<file path="config.mk">
export PLATFORM = sky130hd
export DESIGN_NAME = periodic_task_scheduler_flat
export DESIGN_NICKNAME = d
export VERILOG_FILES = /design/src/design/pts_pkg.sv /design/src/design/pts_if.sv /design/src/design/periodic_task_scheduler.sv /design/src/flat_wrapper.sv
export VERILOG_INCLUDE_DIRS = /design/src /design/src/design
export SDC_FILE = /design/constraint.sdc
export NUM_CORES = 1
export LEC_CHECK = 0
export ABC_AREA = 1
export CAP_MARGIN = 10
export CORE_UTILIZATION = 40
export CTS_CLUSTER_DIAMETER = 60
export DETAILED_ROUTE_END_ITERATION = 7
export DONT_BUFFER_PORTS = 1
export HOLD_SLACK_MARGIN = 0.05
export SYNTH_ARGS = -nofsm -noshare
export SYNTH_HDL_FRONTEND = slang
export SYNTH_SLANG_ARGS = --single-unit
</file>
<file path="constraint.sdc">
create_clock -name clock -period 12.8 [get_ports clock]
set_input_delay 2.56 -clock clock [delete_from_list [all_inputs] [get_ports clock]]
set_output_delay 2.56 -clock clock [all_outputs]
set_load 0.02 [all_outputs]
</file>
<file path="src/design/assert_macros.svh">
// Assertion helpers used by the scheduler RTL.
`ifndef ASSERT_MACROS_SVH
`define ASSERT_MACROS_SVH

// Same-cycle implication, disabled while reset is high.
`define ASSERT_IMPLIES(label, clk, rst, ante, cons) \
   label: assert property (@(posedge clk) disable iff (rst) (ante) |-> (cons)) \
      else $error("assertion failed: same-cycle implication");

// Next-cycle implication, disabled while reset is high.
`define ASSERT_NEXT(label, clk, rst, ante, cons) \
   label: assert property (@(posedge clk) disable iff (rst) (ante) |=> (cons)) \
      else $error("assertion failed: next-cycle implication");

`endif

</file>
<file path="src/design/pts_pkg.sv">
package pts_pkg;

   // Field widths of the request and response beats and the configuration registers.
   localparam int OpW     = 2;
   localparam int SlotW   = 3;
   localparam int TimeW   = 32;
   localparam int TickW   = 16;
   localparam int LimitW  = 4;
   localparam int CsrIdxW = 2;
   localparam int CsrW    = 16;

   // Request operations.
   localparam logic [OpW-1:0] OP_TICK     = 2'd0;
   localparam logic [OpW-1:0] OP_REGISTER = 2'd1;
   localparam logic [OpW-1:0] OP_ENABLE   = 2'd2;

   // Configuration register indexes.
   localparam logic [CsrIdxW-1:0] CSR_BASE_TICK   = 2'd0;
   localparam logic [CsrIdxW-1:0] CSR_CATCH_UP_ON = 2'd1;
   localparam logic [CsrIdxW-1:0] CSR_CATCH_LIMIT = 2'd2;

   // Defaults and limits.
   localparam logic [TickW-1:0]  DefaultTick  = 16'd1;
   localparam logic [LimitW-1:0] DefaultLimit = 4'd5;
   localparam int                MaxResults   = 60;
   localparam int                CountW       = 6;

   // Sequencer program counter and step addresses.
   localparam int PcW = 3;
   localparam logic [PcW-1:0] PC_WAIT  = 3'd0;
   localparam logic [PcW-1:0] PC_SCAN  = 3'd1;
   localparam logic [PcW-1:0] PC_SEL   = 3'd2;
   localparam logic [PcW-1:0] PC_RUN   = 3'd3;
   localparam logic [PcW-1:0] PC_FLUSH = 3'd4;

   // Jump condition selects.
   localparam int CondW = 3;
   localparam logic [CondW-1:0] COND_TICK     = 3'd0;
   localparam logic [CondW-1:0] COND_SCAN_END = 3'd1;
   localparam logic [CondW-1:0] COND_ACTIVE   = 3'd2;
   localparam logic [CondW-1:0] COND_MORE     = 3'd3;
   localparam logic [CondW-1:0] COND_ALWAYS   = 3'd4;

   // One microcode word: datapath strobes plus a two-way jump.
   typedef struct packed {
      logic             req_rdy;   // take request beats in this step
      logic             emit;      // try to issue a run event for the current slot
      logic             flush;     // release the held event as the final one
      logic             clr_runs;  // restart the per-slot run counter
      logic             adv_f;     // step to the next slot when the jump is not taken
      logic [CondW-1:0] cond;
      logic [PcW-1:0]   tgt_t;
      logic [PcW-1:0]   tgt_f;
   } ctl_word_type;

   // Control store.
   function automatic ctl_word_type ucode(input logic [PcW-1:0] pc);
      ctl_word_type w;
      w = '{req_rdy: 1'b1, emit: 1'b0, flush: 1'b0, clr_runs: 1'b0, adv_f: 1'b0,
            cond: COND_TICK, tgt_t: PC_SCAN, tgt_f: PC_WAIT};
      case (pc)
         PC_WAIT: begin
            w = '{req_rdy: 1'b1, emit: 1'b0, flush: 1'b0, clr_runs: 1'b0, adv_f: 1'b0,
                  cond: COND_TICK, tgt_t: PC_SCAN, tgt_f: PC_WAIT};
         end
         PC_SCAN: begin
            w = '{req_rdy: 1'b0, emit: 1'b0, flush: 1'b0, clr_runs: 1'b0, adv_f: 1'b0,
                  cond: COND_SCAN_END, tgt_t: PC_FLUSH, tgt_f: PC_SEL};
         end
         PC_SEL: begin
            w = '{req_rdy: 1'b0, emit: 1'b0, flush: 1'b0, clr_runs: 1'b1, adv_f: 1'b1,
                  cond: COND_ACTIVE, tgt_t: PC_RUN, tgt_f: PC_SCAN};
         end
         PC_RUN: begin
            w = '{req_rdy: 1'b0, emit: 1'b1, flush: 1'b0, clr_runs: 1'b0, adv_f: 1'b1,
                  cond: COND_MORE, tgt_t: PC_RUN, tgt_f: PC_SCAN};
         end
         PC_FLUSH: begin
            w = '{req_rdy: 1'b0, emit: 1'b0, flush: 1'b1, clr_runs: 1'b0, adv_f: 1'b0,
                  cond: COND_ALWAYS, tgt_t: PC_WAIT, tgt_f: PC_WAIT};
         end
         default: begin
            w = '{req_rdy: 1'b0, emit: 1'b0, flush: 1'b0, clr_runs: 1'b0, adv_f: 1'b0,
                  cond: COND_ALWAYS, tgt_t: PC_WAIT, tgt_f: PC_WAIT};
         end
      endcase
      return w;
   endfunction

endpackage

</file>
<file path="src/design/pts_if.sv">
// Request channel: one beat per command.
interface pts_req_if;
   import pts_pkg::*;
   logic                valid;
   logic                ready;
   logic [OpW-1:0]      op;
   logic [SlotW-1:0]    slot;
   logic [TimeW-1:0]    period;
   logic                enable;
   modport source (output valid, op, slot, period, enable, input ready);
   modport sink   (input valid, op, slot, period, enable, output ready);
endinterface

// Response channel: one beat per run event.
interface pts_rsp_if;
   import pts_pkg::*;
   logic                valid;
   logic                ready;
   logic [SlotW-1:0]    run_slot;
   logic [TimeW-1:0]    scheduled_time;
   logic [TimeW-1:0]    run_period;
   logic [TimeW-1:0]    clock_now;
   logic                last;
   modport source (output valid, run_slot, scheduled_time, run_period, clock_now, last,
                   input ready);
   modport sink   (input valid, run_slot, scheduled_time, run_period, clock_now, last,
                   output ready);
endinterface

</file>
<file path="src/design/periodic_task_scheduler.sv">
// Periodic task scheduler.
// Request beats (req_bus) carry an op: tick, register a slot, or set a slot's enable.
// Register and enable beats update the slot table and give no response.
// A tick advances the millisecond clock by base_tick (1 if zero), then walks the slots
// in order; every due, enabled, registered slot issues run events on rsp_bus, one per
// elapsed period (several per tick with catch-up on, up to the catch-up limit).
// The final event of a tick carries last = 1; a tick with no due slot gives none.
// The microcoded sequencer walks the slots one step at a time, one event per cycle
// while the output is free. Request ready is high only while the sequencer sits in
// its wait step, so the next beat is taken once the previous tick has moved its last
// event into the output register. One event is held back until the next is known,
// so it can be marked last; an output register holds the beat for the receiver.
// When rsp_bus stalls and an event must move out, the sequencer freezes in place
// and loses nothing.
// Reset (synchronous, active high) clears the clock, all slot registrations and
// enables, and loads the configuration defaults (tick 1, catch-up off, limit 5).
// Configuration is written through csr_we / csr_index / csr_wdata; the user must
// write it only while idle, which the block does not enforce.
`include "assert_macros.svh"

module periodic_task_scheduler
   import pts_pkg::*;
#(
   parameter int SLOT_COUNT   = 5,
   parameter int MAX_CATCH_UP = 12
) (
   input  logic                clock,
   input  logic                reset,
   pts_req_if.sink             req_bus,
   pts_rsp_if.source           rsp_bus,
   input  logic                csr_we,
   input  logic [CsrIdxW-1:0]  csr_index,
   input  logic [CsrW-1:0]     csr_wdata
);

   localparam int SlotCntW = $clog2(SLOT_COUNT + 1);
   localparam int SlotIdxW = (SLOT_COUNT > 1) ? $clog2(SLOT_COUNT) : 1;

   // Configuration registers.
   logic [TickW-1:0]  base_tick_ff;
   logic              catch_on_ff;
   logic [LimitW-1:0] catch_limit_ff;

   // Sequencer and datapath state.
   logic [PcW-1:0]      pc_ff, pc_in;
   logic [SlotCntW-1:0] sidx_ff, sidx_in;
   logic [LimitW-1:0]   runs_ff, runs_in;
   logic [CountW-1:0]   count_ff, count_in;
   logic [TimeW-1:0]    clock_ff, clock_in;

   // Slot table.
   logic [TimeW-1:0] period_ff [SLOT_COUNT];
   logic [TimeW-1:0] period_in [SLOT_COUNT];
   logic [TimeW-1:0] due_ff    [SLOT_COUNT];
   logic [TimeW-1:0] due_in    [SLOT_COUNT];
   logic [SLOT_COUNT-1:0] en_ff, en_in;
   logic [SLOT_COUNT-1:0] regd_ff, regd_in;

   // Held-back event, waiting to learn whether it is the last one.
   logic             pend_valid_ff, pend_valid_in;
   logic [SlotW-1:0] pend_slot_ff, pend_slot_in;
   logic [TimeW-1:0] pend_sched_ff, pend_sched_in;
   logic [TimeW-1:0] pend_period_ff, pend_period_in;
   logic [TimeW-1:0] pend_now_ff, pend_now_in;

   // Response output register.
   logic             out_valid_ff, out_valid_in;
   logic [SlotW-1:0] out_slot_ff, out_slot_in;
   logic [TimeW-1:0] out_sched_ff, out_sched_in;
   logic [TimeW-1:0] out_period_ff, out_period_in;
   logic [TimeW-1:0] out_now_ff, out_now_in;
   logic             out_last_ff, out_last_in;

   ctl_word_type        uc;
   logic [SlotIdxW-1:0] idx;
   logic [SlotIdxW-1:0] wr_idx;
   logic                wr_in_range;
   logic                req_fire;
   logic                tick_fire;
   logic [TickW-1:0]    tick_eff;
   logic [LimitW-1:0]   lim_raw;
   logic [LimitW-1:0]   lim;
   logic                due_hit;
   logic                more;
   logic                out_free;
   logic                stall;
   logic                cond_hit;
   logic                do_emit;
   logic                do_flush;

   // Fetch the control word of the current step.
   assign uc = ucode(pc_ff);

   assign idx         = sidx_ff[SlotIdxW-1:0];
   assign wr_idx      = req_bus.slot[SlotIdxW-1:0];
   assign wr_in_range = ({29'd0, req_bus.slot} < 32'(SLOT_COUNT));

   assign req_bus.ready = uc.req_rdy;
   assign req_fire      = req_bus.valid && req_bus.ready;
   assign tick_fire     = req_fire && (req_bus.op == OP_TICK);

   // Effective tick and catch-up limit.
   assign tick_eff = (base_tick_ff == '0) ? DefaultTick : base_tick_ff;
   assign lim_raw  = (catch_limit_ff == '0) ? DefaultLimit : catch_limit_ff;
   assign lim      = (lim_raw > LimitW'(MAX_CATCH_UP)) ? LimitW'(MAX_CATCH_UP) : lim_raw;

   // Due test for the current slot, and whether another run may follow.
   assign due_hit = (clock_ff >= due_ff[idx]) && (count_ff < CountW'(MaxResults));
   assign more    = catch_on_ff && (({1'b0, runs_ff} + 5'd1) < {1'b0, lim});

   // The sequencer freezes when an event must move out but the output is busy.
   assign out_free = !out_valid_ff || rsp_bus.ready;
   assign stall    = ((uc.emit && due_hit) || uc.flush) && pend_valid_ff && !out_free;
   assign do_emit  = uc.emit && due_hit && !stall;
   assign do_flush = uc.flush && pend_valid_ff && !stall;

   // Jump condition select.
   always_comb begin
      case (uc.cond)
         COND_TICK:     cond_hit = tick_fire;
         COND_SCAN_END: cond_hit = (sidx_ff == SlotCntW'(SLOT_COUNT));
         COND_ACTIVE:   cond_hit = en_ff[idx] && regd_ff[idx];
         COND_MORE:     cond_hit = due_hit && more;
         COND_ALWAYS:   cond_hit = 1'b1;
         default:       cond_hit = 1'b0;
      endcase
   end

   // Next-state logic for sequencer, slot table, held event and output register.
   always_comb begin
      pc_in          = pc_ff;
      sidx_in        = sidx_ff;
      runs_in        = runs_ff;
      count_in       = count_ff;
      clock_in       = clock_ff;
      period_in      = period_ff;
      due_in         = due_ff;
      en_in          = en_ff;
      regd_in        = regd_ff;
      pend_valid_in  = pend_valid_ff;
      pend_slot_in   = pend_slot_ff;
      pend_sched_in  = pend_sched_ff;
      pend_period_in = pend_period_ff;
      pend_now_in    = pend_now_ff;
      out_valid_in   = out_valid_ff && !rsp_bus.ready;
      out_slot_in    = out_slot_ff;
      out_sched_in   = out_sched_ff;
      out_period_in  = out_period_ff;
      out_now_in     = out_now_ff;
      out_last_in    = out_last_ff;

      if (!stall) begin
         pc_in = cond_hit ? uc.tgt_t : uc.tgt_f;
         if (uc.adv_f && !cond_hit) begin
            sidx_in = sidx_ff + SlotCntW'(1);
         end
         if (uc.clr_runs) begin
            runs_in = '0;
         end
      end

      // Request beats: start a tick, or update the slot table.
      if (tick_fire) begin
         clock_in = clock_ff + {16'd0, tick_eff};
         sidx_in  = '0;
         count_in = '0;
      end
      if (req_fire && (req_bus.op == OP_REGISTER) && wr_in_range &&
          (req_bus.period != '0)) begin
         period_in[wr_idx] = req_bus.period;
         due_in[wr_idx]    = clock_ff + req_bus.period;
         en_in[wr_idx]     = req_bus.enable;
         regd_in[wr_idx]   = 1'b1;
      end
      if (req_fire && (req_bus.op == OP_ENABLE) && wr_in_range) begin
         en_in[wr_idx] = req_bus.enable;
      end

      // A new run event pushes the held one out as a non-final beat.
      if (do_emit) begin
         if (pend_valid_ff) begin
            out_valid_in  = 1'b1;
            out_slot_in   = pend_slot_ff;
            out_sched_in  = pend_sched_ff;
            out_period_in = pend_period_ff;
            out_now_in    = pend_now_ff;
            out_last_in   = 1'b0;
         end
         pend_valid_in  = 1'b1;
         pend_slot_in   = SlotW'(sidx_ff);
         pend_sched_in  = due_ff[idx];
         pend_period_in = period_ff[idx];
         pend_now_in    = clock_ff;
         due_in[idx]    = due_ff[idx] + period_ff[idx];
         runs_in        = runs_ff + LimitW'(1);
         count_in       = count_ff + CountW'(1);
      end

      // End of the walk: the held event is the final one.
      if (do_flush) begin
         pend_valid_in = 1'b0;
         out_valid_in  = 1'b1;
         out_slot_in   = pend_slot_ff;
         out_sched_in  = pend_sched_ff;
         out_period_in = pend_period_ff;
         out_now_in    = pend_now_ff;
         out_last_in   = 1'b1;
      end
   end

   // State registers.
   always_ff @(posedge clock) begin
      if (reset) begin
         pc_ff         <= PC_WAIT;
         sidx_ff       <= '0;
         runs_ff       <= '0;
         count_ff      <= '0;
         clock_ff      <= '0;
         en_ff         <= '0;
         regd_ff       <= '0;
         pend_valid_ff <= 1'b0;
         out_valid_ff  <= 1'b0;
      end else begin
         pc_ff         <= pc_in;
         sidx_ff       <= sidx_in;
         runs_ff       <= runs_in;
         count_ff      <= count_in;
         clock_ff      <= clock_in;
         en_ff         <= en_in;
         regd_ff       <= regd_in;
         pend_valid_ff <= pend_valid_in;
         out_valid_ff  <= out_valid_in;
      end
   end

   // Payload registers.
   always_ff @(posedge clock) begin
      period_ff      <= period_in;
      due_ff         <= due_in;
      pend_slot_ff   <= pend_slot_in;
      pend_sched_ff  <= pend_sched_in;
      pend_period_ff <= pend_period_in;
      pend_now_ff    <= pend_now_in;
      out_slot_ff    <= out_slot_in;
      out_sched_ff   <= out_sched_in;
      out_period_ff  <= out_period_in;
      out_now_ff     <= out_now_in;
      out_last_ff    <= out_last_in;
   end

   // Configuration registers.
   always_ff @(posedge clock) begin
      if (reset) begin
         base_tick_ff   <= DefaultTick;
         catch_on_ff    <= 1'b0;
         catch_limit_ff <= DefaultLimit;
      end else if (csr_we) begin
         case (csr_index)
            CSR_BASE_TICK:   base_tick_ff   <= csr_wdata;
            CSR_CATCH_UP_ON: catch_on_ff    <= csr_wdata[0];
            CSR_CATCH_LIMIT: catch_limit_ff <= csr_wdata[LimitW-1:0];
            default: begin
            end
         endcase
      end
   end

   // Response beat.
   assign rsp_bus.valid          = out_valid_ff;
   assign rsp_bus.run_slot       = out_slot_ff;
   assign rsp_bus.scheduled_time = out_sched_ff;
   assign rsp_bus.run_period     = out_period_ff;
   assign rsp_bus.clock_now      = out_now_ff;
   assign rsp_bus.last           = out_last_ff;

   // A tick always restarts the walk with an empty event count.
   `ASSERT_NEXT(a_tick_start, clock, reset, tick_fire, (pc_ff == PC_SCAN) && (count_ff == '0))
   // Back in the wait step, no event may still be held back.
   `ASSERT_IMPLIES(a_no_lost_event, clock, reset, pc_ff == PC_WAIT, !pend_valid_ff)
   // Runs of one slot stay under the catch-up limit.
   `ASSERT_IMPLIES(a_run_limit, clock, reset, pc_ff == PC_RUN, runs_ff < lim)
   // Events per tick never pass the cap.
   `ASSERT_IMPLIES(a_count_cap, clock, reset, 1'b1, count_ff <= CountW'(MaxResults))

endmodule

</file>
<file path="src/flat_wrapper.sv">
// flat-port wrapper written by rule: the top's interface ports become plain ports
module periodic_task_scheduler_flat import pts_pkg::*;
#(
   parameter int SLOT_COUNT   = 5,
   parameter int MAX_CATCH_UP = 12
)
  (clock, reset, csr_we, csr_index, csr_wdata, req_bus_valid, req_bus_op, req_bus_slot, req_bus_period, req_bus_enable, req_bus_ready, rsp_bus_valid, rsp_bus_run_slot, rsp_bus_scheduled_time, rsp_bus_run_period, rsp_bus_clock_now, rsp_bus_last, rsp_bus_ready);
  pts_req_if req_bus_i ();
  pts_rsp_if rsp_bus_i ();
  input  logic clock;
  input  logic reset;
  input  logic csr_we;
  input  logic [CsrIdxW-1:0] csr_index;
  input  logic [CsrW-1:0] csr_wdata;
  input wire logic [$bits(req_bus_i.valid)-1:0] req_bus_valid;
  input wire logic [$bits(req_bus_i.op)-1:0] req_bus_op;
  input wire logic [$bits(req_bus_i.slot)-1:0] req_bus_slot;
  input wire logic [$bits(req_bus_i.period)-1:0] req_bus_period;
  input wire logic [$bits(req_bus_i.enable)-1:0] req_bus_enable;
  output wire logic [$bits(req_bus_i.ready)-1:0] req_bus_ready;
  output wire logic [$bits(rsp_bus_i.valid)-1:0] rsp_bus_valid;
  output wire logic [$bits(rsp_bus_i.run_slot)-1:0] rsp_bus_run_slot;
  output wire logic [$bits(rsp_bus_i.scheduled_time)-1:0] rsp_bus_scheduled_time;
  output wire logic [$bits(rsp_bus_i.run_period)-1:0] rsp_bus_run_period;
  output wire logic [$bits(rsp_bus_i.clock_now)-1:0] rsp_bus_clock_now;
  output wire logic [$bits(rsp_bus_i.last)-1:0] rsp_bus_last;
  input wire logic [$bits(rsp_bus_i.ready)-1:0] rsp_bus_ready;
  assign req_bus_i.valid = req_bus_valid;
  assign req_bus_i.op = req_bus_op;
  assign req_bus_i.slot = req_bus_slot;
  assign req_bus_i.period = req_bus_period;
  assign req_bus_i.enable = req_bus_enable;
  assign req_bus_ready = req_bus_i.ready;
  assign rsp_bus_valid = rsp_bus_i.valid;
  assign rsp_bus_run_slot = rsp_bus_i.run_slot;
  assign rsp_bus_scheduled_time = rsp_bus_i.scheduled_time;
  assign rsp_bus_run_period = rsp_bus_i.run_period;
  assign rsp_bus_clock_now = rsp_bus_i.clock_now;
  assign rsp_bus_last = rsp_bus_i.last;
  assign rsp_bus_i.ready = rsp_bus_ready;
  periodic_task_scheduler #(.SLOT_COUNT(SLOT_COUNT), .MAX_CATCH_UP(MAX_CATCH_UP)) u_core (.clock(clock), .reset(reset), .req_bus(req_bus_i), .rsp_bus(rsp_bus_i), .csr_we(csr_we), .csr_index(csr_index), .csr_wdata(csr_wdata));
endmodule
</file>
==> results of run 1 <==
[layer usage]
layer | global-route usage | vias to the layer above | routed length (um)
li1 | - | 10900 | -
met1 | 0.317 | 10600 | 38400
met2 | 0.405 | 987 | 42600
met3 | 0.0356 | 199 | 6500
met4 | 0.101 | 0 | 3350
met5 | 0 | - | 0
[sequential cells by signal, summed over array words and instances, names as in the netlist, 3 cells and up]
name,cells
u_core.base_tick_ff,16
u_core.catch_limit_ff,4
u_core.clock_ff,32
u_core.count_ff,6
u_core.due_ff,160
u_core.en_ff,5
u_core.idx,3
u_core.pc_ff,3
u_core.pend_now_ff,32
u_core.pend_period_ff,32
u_core.pend_sched_ff,32
u_core.pend_slot_ff,3
u_core.period_ff,160
u_core.regd_ff,5
u_core.rsp_bus.clock_now,32
u_core.rsp_bus.run_period,32
u_core.rsp_bus.run_slot,3
u_core.rsp_bus.scheduled_time,32
u_core.runs_ff,4
[synth_stat cells, drive strengths merged, types with 28 or more instances]
master,n
dfxtp,242
o21ai,222
a22oi,30
nor3,33
buf,67
a21oi,159
nor2,208
nand2,951
nor4,28
inv,301
nand3,190
mux2i,30
nand4,50
xor2,39
ha,117
clkbuf,53
edfxtp,358
[cell families after synthesis]
family,count (synthesis),share of synthesized area
simple gates,1491,0.216
flops,600,0.537
compound gates,512,0.104
buf+inv,423,0.0608
fa+ha+maj,120,0.0525
xor+xnor,62,0.0192
mux,30,0.0103
[metrics by stage]
| stage | worst slack [ns] | total power [W] |
|---|---|---|
| after floorplan | 4.30 | 0.00274 |
| after global placement | 6.78 | 0.00296 |
| after detailed placement | 6.65 | 0.00296 |
| after CTS | 6.59 | 0.00494 |
| after global routing | 6.03 | 0.00511 |
| final | 6.53 | 0.00491 |
[power by group]
group          internal [W]  switching (W)  leakage [nW]
Combinational      0.000228       0.000505          7.17
Sequential          0.00215      0.0000542          5.24
Clock               0.00114       0.000838          1.11
[path summary, 6_finish.rpt]
kind / start / endpoint / slack (ns) / cells after the start
max: u_core.idx[2]$_SDFFE_PP0P_ / u_core.pend_slot_ff[2]$_DFFE_PN_ / 6.53 / 18
min: u_core.pend_period_ff[18]$_DFFE_PN_ / u_core.rsp_bus.run_period[18]$_DFFE_PP_ / 0.42 / 0
max reg2reg: u_core.idx[2]$_SDFFE_PP0P_ / u_core.pend_slot_ff[2]$_DFFE_PN_ / 6.53 / 18
min reg2reg: u_core.pend_period_ff[18]$_DFFE_PN_ / u_core.rsp_bus.run_period[18]$_DFFE_PP_ / 0.42 / 0
[layout make-up]
class,instances,area [um^2]
clock buffers,89,1920
well taps,950,1190
inverters,303,1140
flip-flops and latches,600,15600
repair buffers,23,173
fillers,6978,39500
clock inverters,33,357
multi-input cells,2215,11700
==> key figures, run 1 <==
Status
  – Status: finished, final reports clean

Synth
  – Seq/Total Area, Yosys: 0.537
  – Post-synth top area cell: edfxtp_1
  – Synthesized Nets: 3419
  – Number of synthesized flops with an enable pin: 358
  – Async S/R FF share, synth: 0
  – Leading post-synthesis cells by cell area: edfxtp_1, dfxtp_1, nand2_1, ha_1, inv_1
  – Post-synth design cell area: 0.0290 mm^2
  – Synth unique cells: 57
  – Warnings from Yosys: 0
  – Top-area cell type share of the netlist area: 0.370
  – Post-synthesis register bit count: 600
  – Ys flop type: edfxtp_1
  – Syn Area/Cell: 8.97 um^2
  – Gate Count Post-Synth: 3238

Clock tree
  – CTS tree: done
  – CTS HTree Levels: 3
  – CTS root buffer: clkbuf_16
  – Cts bufs inserted: 68
  – CTS resizes: 0
  – Post-CTS Setup Bufs: 0
  – Clock transition at path regs: 0.06 ns
  – Worst-Skew Late Latency: 0.63 ns
  – Max Buffers Root-to-Sink: 3
  – # hold bufs at CTS: 0
  – Clock sink total: 600

Die
  – Site Rows: 98
  – Die area: 0.0737 mm^2
  – I/O pin count: 163
  – Die X: 271 um
  – Initial Util: 0.405
  – Die Y: 271 um
  – CORE AREA: 0.0716 mm^2

STA
  – Fin. Hold Viols: 0
  – Worst Max-Slew Pin Slew: 1.27 ns
  – Final period util: 0.490
  – # setup viols final: 0
  – TNS Setup: 0 ns
  – WHS: 0.416 ns
  – Worst Skew: 0.0277 ns
  – Post-route minimum period: 6.27 ns
  – RSZ-0062 raised after global routing: no
  – Max Slew Vio Count: 0
  – FMAX: 159 MHz
  – Slew HR: 0.146

Route
  – Post-route ant nets: 0
  – DR WL/cell: 21.6 um
  – Vias/cell: 5.40
  – Detailed Route Iter0 Violations: 2306
  – Pre-Repair DR Iteration Count: 6
  – Vias: 22700
  – DRT Wirelength: 90900 um
  – Drt drc: 0

Setup path
  – Critical Path RT: 13.04 ns
  – Top delay family on crit path: buffers and inverters
  – CP Max Fanout: 62
  – Critical Path, Cell by Cell: nand3_1 > inv_2 > buf_4 > nand2_1 > inv_1 > nor4_1 > ha_1 > nand2_1 > nor2_2 > nand4_1 > nor3b_1 > nand2_1 > nand2_2 > nand2_2 > nor2_8 > o21ai_2 > inv_4 > buf_4
  – Slowest stage delay, CP: 0.76 ns
  – Arr. time, crit path: 6.51 ns
  – Top cell by count, worst path: nand2_1
  – CP Buf/Inv Count: 5
  – Slowest-stage cell, CP: buf_4
  – Critical path startpoint category: flip-flop
  – Crit. End Element: flip-flop
  – Crit Path Category: flip-flop to flip-flop

Global routing
  – Global-route wire length before repair: 135000 um
  – Total grt overflow: 0
  – Largest net degree at the start of global routing: 70
  – Total GRT Usage: 0.244
  – Vias in the first global route: 21300
  – Initial antenna violation count: 0

Place
  – Placed cell count: 4091
  – I/O Buffers: 0
  – Placement Cell Area: 0.0298 mm^2
  – Routability cong.: 0.989
  – Detailed Place HPWL: 61000 um

Finish
  – Nets: 3392
  – Non-filler cells, final: 4213
  – Fin util: 0.448
  – Diode count: 0
  – Commonest cells after routing, fill and taps aside: nand2_1, edfxtp_1, inv_1
  – Commonest non-fill, non-tap cell in the layout: nand2_1
  – Layout cells sized above 1: 0.0616
  – Synthesis-to-layout area growth: 10.4%
  – Final instance area: 0.0321 mm^2

Power
  – Total leakage power: 13.5 nW
  – Pwr Density: 153 mW/mm^2
  – Peak supply drop: 0.0823 mV

Job
  – Max_cap viols: 0

Worst hold path
  – Hold Path Class: flip-flop to flip-flop
(Power assumes the default switching activity.)
==> inputs of run 2 (changes only) <==
- ABC_AREA: 1 -> 0
- clock period: 12.8 -> 6.4 ns (I/O delays scaled with it)
==> key figures, run 2 <==
Status
  – Status: finished, final reports clean (unchanged)

Synth
  – Ys flop type: edfxtp_1 (unchanged)
  – Warnings from Yosys: 0 (unchanged)
  – Synthesized Nets: 2800 (was 3419)
  – Post-synth design cell area: 0.0285 mm^2 (was 0.0290 mm^2)
  – Top-area cell type share of the netlist area: 0.377 (was 0.370)
  – Number of synthesized flops with an enable pin: 358 (unchanged)
  – Syn Area/Cell: 10.9 um^2 (was 8.97 um^2)
  – Count leader, synth: edfxtp_1 (was nand2_1)
  – Gate Count Post-Synth: 2619 (was 3238)
  – Seq/Total Area, Yosys: 0.548 (was 0.537)
  – Async S/R FF share, synth: 0 (unchanged)
  – Post-synth top area cell: edfxtp_1 (unchanged)
  – Leading post-synthesis cells by cell area: edfxtp_1, dfxtp_1, ha_1, a21oi_1, nand2_1 (was edfxtp_1, dfxtp_1, nand2_1, ha_1, inv_1)
  – Post-synthesis register bit count: 600 (unchanged)
  – Synth top cells by count: edfxtp_1, nand2_1, dfxtp_1, a21oi_1, nor2_1 (was nand2_1, edfxtp_1, inv_1, dfxtp_1, nor2_1)
  – Synth unique cells: 87 (was 57)

Clock tree
  – Max Buffers Root-to-Sink: 3 (unchanged)
  – CTS HTree Levels: 2 (was 3)
  – # hold bufs at CTS: 0 (unchanged)
  – CTS root buffer: clkbuf_16 (unchanged)
  – CTS resizes: 0 (unchanged)
  – Post-CTS Setup Bufs: 0 (unchanged)
  – CTS tree: done (unchanged)
  – Cts bufs inserted: 61 (was 68)
  – Clock sink total: 600 (unchanged)
  – Worst-Skew Late Latency: 0.66 ns (was 0.63 ns)
  – Clock transition at path regs: 0.07 ns (was 0.06 ns)

STA
  – Worst Max-Slew Pin Slew: 1.26 ns (was 1.27 ns)
  – Slew HR: 0.153 (was 0.146)
  – FMAX: 170 MHz (was 159 MHz)
  – Post-route minimum period: 5.88 ns (was 6.27 ns)
  – RSZ-0062 raised after global routing: no (unchanged)
  – Fin. Hold Viols: 0 (unchanged)
  – TNS Setup: 0 ns (unchanged)
  – # setup viols final: 0 (unchanged)
  – Worst Skew: 0.0373 ns (was 0.0277 ns)
  – Max Slew Vio Count: 0 (unchanged)
  – Final period util: 0.919 (was 0.490)

Finish
  – Fin util: 0.450 (was 0.448)
  – Multi-input logic area: 0.0120 mm^2 (was 0.0117 mm^2)
  – Layout cells sized above 1: 0.100 (was 0.0616)
  – Diode count: 0 (unchanged)
  – Commonest non-fill, non-tap cell in the layout: edfxtp_1 (was nand2_1)
  – Nets: 2777 (was 3392)
  – Fillers: 6435 (was 6978)
  – FF/Latch Area: 0.0156 mm^2 (about the same)
  – Biggest regs: u_core.due_ff x160, u_core.period_ff x160 (unchanged)
  – Synthesis-to-layout area growth: 11.1% (was 10.4%)
  – Commonest cells after routing, fill and taps aside: edfxtp_1, nand2_1, a21oi_1, dfxtp_1, nor2_1 (was nand2_1, edfxtp_1, inv_1)

Die
  – Die Y: 269 um (was 271 um)
  – Die X: 269 um (was 271 um)
  – I/O pin count: 163 (unchanged)
  – Site Rows: 97 (was 98)
  – Initial Util: 0.405 (about the same)
  – CORE AREA: 0.0703 mm^2 (was 0.0716 mm^2)
  – Die area: 0.0723 mm^2 (was 0.0737 mm^2)

Global routing
  – Initial antenna violation count: 0 (unchanged)
  – Global-route wire length before repair: 132000 um (was 135000 um)
  – Vias in the first global route: 20600 (was 21300)
  – Total grt overflow: 0 (unchanged)
  – Total GRT Usage: 0.245 (was 0.244)
  – Largest net degree at the start of global routing: 88 (was 70)

Setup path
  – Arr. time, crit path: 6.48 ns (was 6.51 ns)
  – CP Max Fanout: 54 (was 62)
  – Crit. End Element: flip-flop (unchanged)
  – Critical path startpoint category: flip-flop (unchanged)
  – Critical Path RT: 7.00 ns (was 13.04 ns)
  – Crit Path Category: flip-flop to flip-flop (unchanged)

Worst hold path
  – Hold Path Class: flip-flop to flip-flop (unchanged)

Power
  – Total leakage power: 11.8 nW (was 13.5 nW)
  – Peak supply drop: 0.255 mV (was 0.0823 mV)
  – Pwr Density: 298 mW/mm^2 (was 153 mW/mm^2)

Route
  – Detailed Route Iter0 Violations: 2250 (was 2306)
  – Vias/cell: 5.97 (was 5.40)
  – Drt drc: 0 (unchanged)
  – Post-route ant nets: 0 (unchanged)
  – DR WL/cell: 24.8 um (was 21.6 um)
  – Vias: 21400 (was 22700)
  – DRT Wirelength: 89100 um (was 90900 um)
  – Pre-Repair DR Iteration Count: 7 (was 6)

Place
  – Detailed Place HPWL: 60700 um (was 61000 um)
  – Routability cong.: 0.949 (was 0.989)
  – I/O Buffers: 0 (unchanged)

Job
  – Max_cap viols: 0 (unchanged)
## run 2: cell types whose count changed after synthesis, moves of 32 or more
cell,change
mux2_2,+40
o21ai_1,-37
nor2_1,-32
nand2_1,-640
clkbuf_1,+44
a211oi_1,+34
nand4_1,-39
o21ai_0,-71
mux2i_1,+61
inv_1,-214
a21oi_1,+80
nand3_1,-145
and3_1,+56
or3_1,+41
## run 2: power breakdown
| group | switching, W | internal, W | total [W] |
|---|---|---|---|
| sequential | 0.000125 | 0.00428 | 0.00441 |
| clock | 0.00156 | 0.00210 | 0.00366 |
| combinational | 0.000849 | 0.000520 | 0.00137 |
| total | 0.00254 | 0.00690 | 0.00943 |
## run 2: metal layers
| layer | global-route usage | vias to the layer above | part of all wire |
|---|---|---|---|
| met5 | 0 | - | 0 |
| met4 | 0.0748 | 0 | 0.025 |
| met3 | 0.0496 | 154 | 0.093 |
| met2 | 0.389 | 1045 | 0.45 |
| met1 | 0.337 | 10500 | 0.43 |
| li1 | - | 9671 | - |
## run 2: cell families after synthesis
kind of cell             share of synthesized area
AND/OR/NAND/NOR                              0.124
AO/OA/AOI/OAI                                0.159
flip-flops                                   0.548
buffers and inverters                       0.0315
multiplexers                                0.0626
adder cells (fa/ha/maj)                     0.0535
XOR/XNOR                                    0.0215
## run 2: critical path, cell delays in order, from the launching register on
cell	delay (ns)
dfxtp_4	0.83
buf_12	0.43
mux2i_1	0.26
o21ai_0	0.11
a21oi_1	0.46
inv_1	0.18
ha_1	0.39
and3_1	0.24
a311oi_1	1.05
a31oi_1	0.36
o31a_1	0.38
mux2_2	0.29
a221oi_2	0.44
o221a_2	0.29
## run 2: worst paths after layout
check | slack [ns] | cells past startpoint | start | endpoint
setup reg to reg | 0.52 | 13 | u_core.idx[0]$_SDFFE_PP0P_ | u_core.due_ff[61]$_DFF_P_
hold / removal | 0.40 | 0 | u_core.pend_sched_ff[10]$_DFFE_PN_ | u_core.rsp_bus.scheduled_time[10]$_DFFE_PP_
setup / recovery | 0.52 | 13 | u_core.idx[0]$_SDFFE_PP0P_ | u_core.due_ff[61]$_DFF_P_
hold reg to reg | 0.40 | 0 | u_core.pend_sched_ff[10]$_DFFE_PN_ | u_core.rsp_bus.scheduled_time[10]$_DFFE_PP_
## run 2: final cells by class
cell class | instances | share of cell area
flip-flops and latches | 600 | 0.493
multi-input cells | 1797 | 0.380
clock buffers | 73 | 0.0500
well taps | 940 | 0.0372
repair buffers | 62 | 0.0164
clock inverters | 43 | 0.0146
inverters | 74 | 0.00893
## run 2: through the flow
stage | worst slack (ns) | total power [W] | hold WS (ns) | instance area [um^2] | cells
finish | 0.521 | 0.00943 | 0.397 | 31600 | 3589
global route | 0.490 | 0.00976 | 0.420 | 31600 | 3589
CTS | 0.697 | 0.00945 | 0.407 | 31600 | 3588
detailed placement | 0.711 | 0.00580 | 0.405 | 29600 | 3472
global placement | 0.732 | 0.00575 | 0.401 | 29600 | 3472
floorplan | 1.03 | 0.00541 | 0.400 | 28500 | 2619
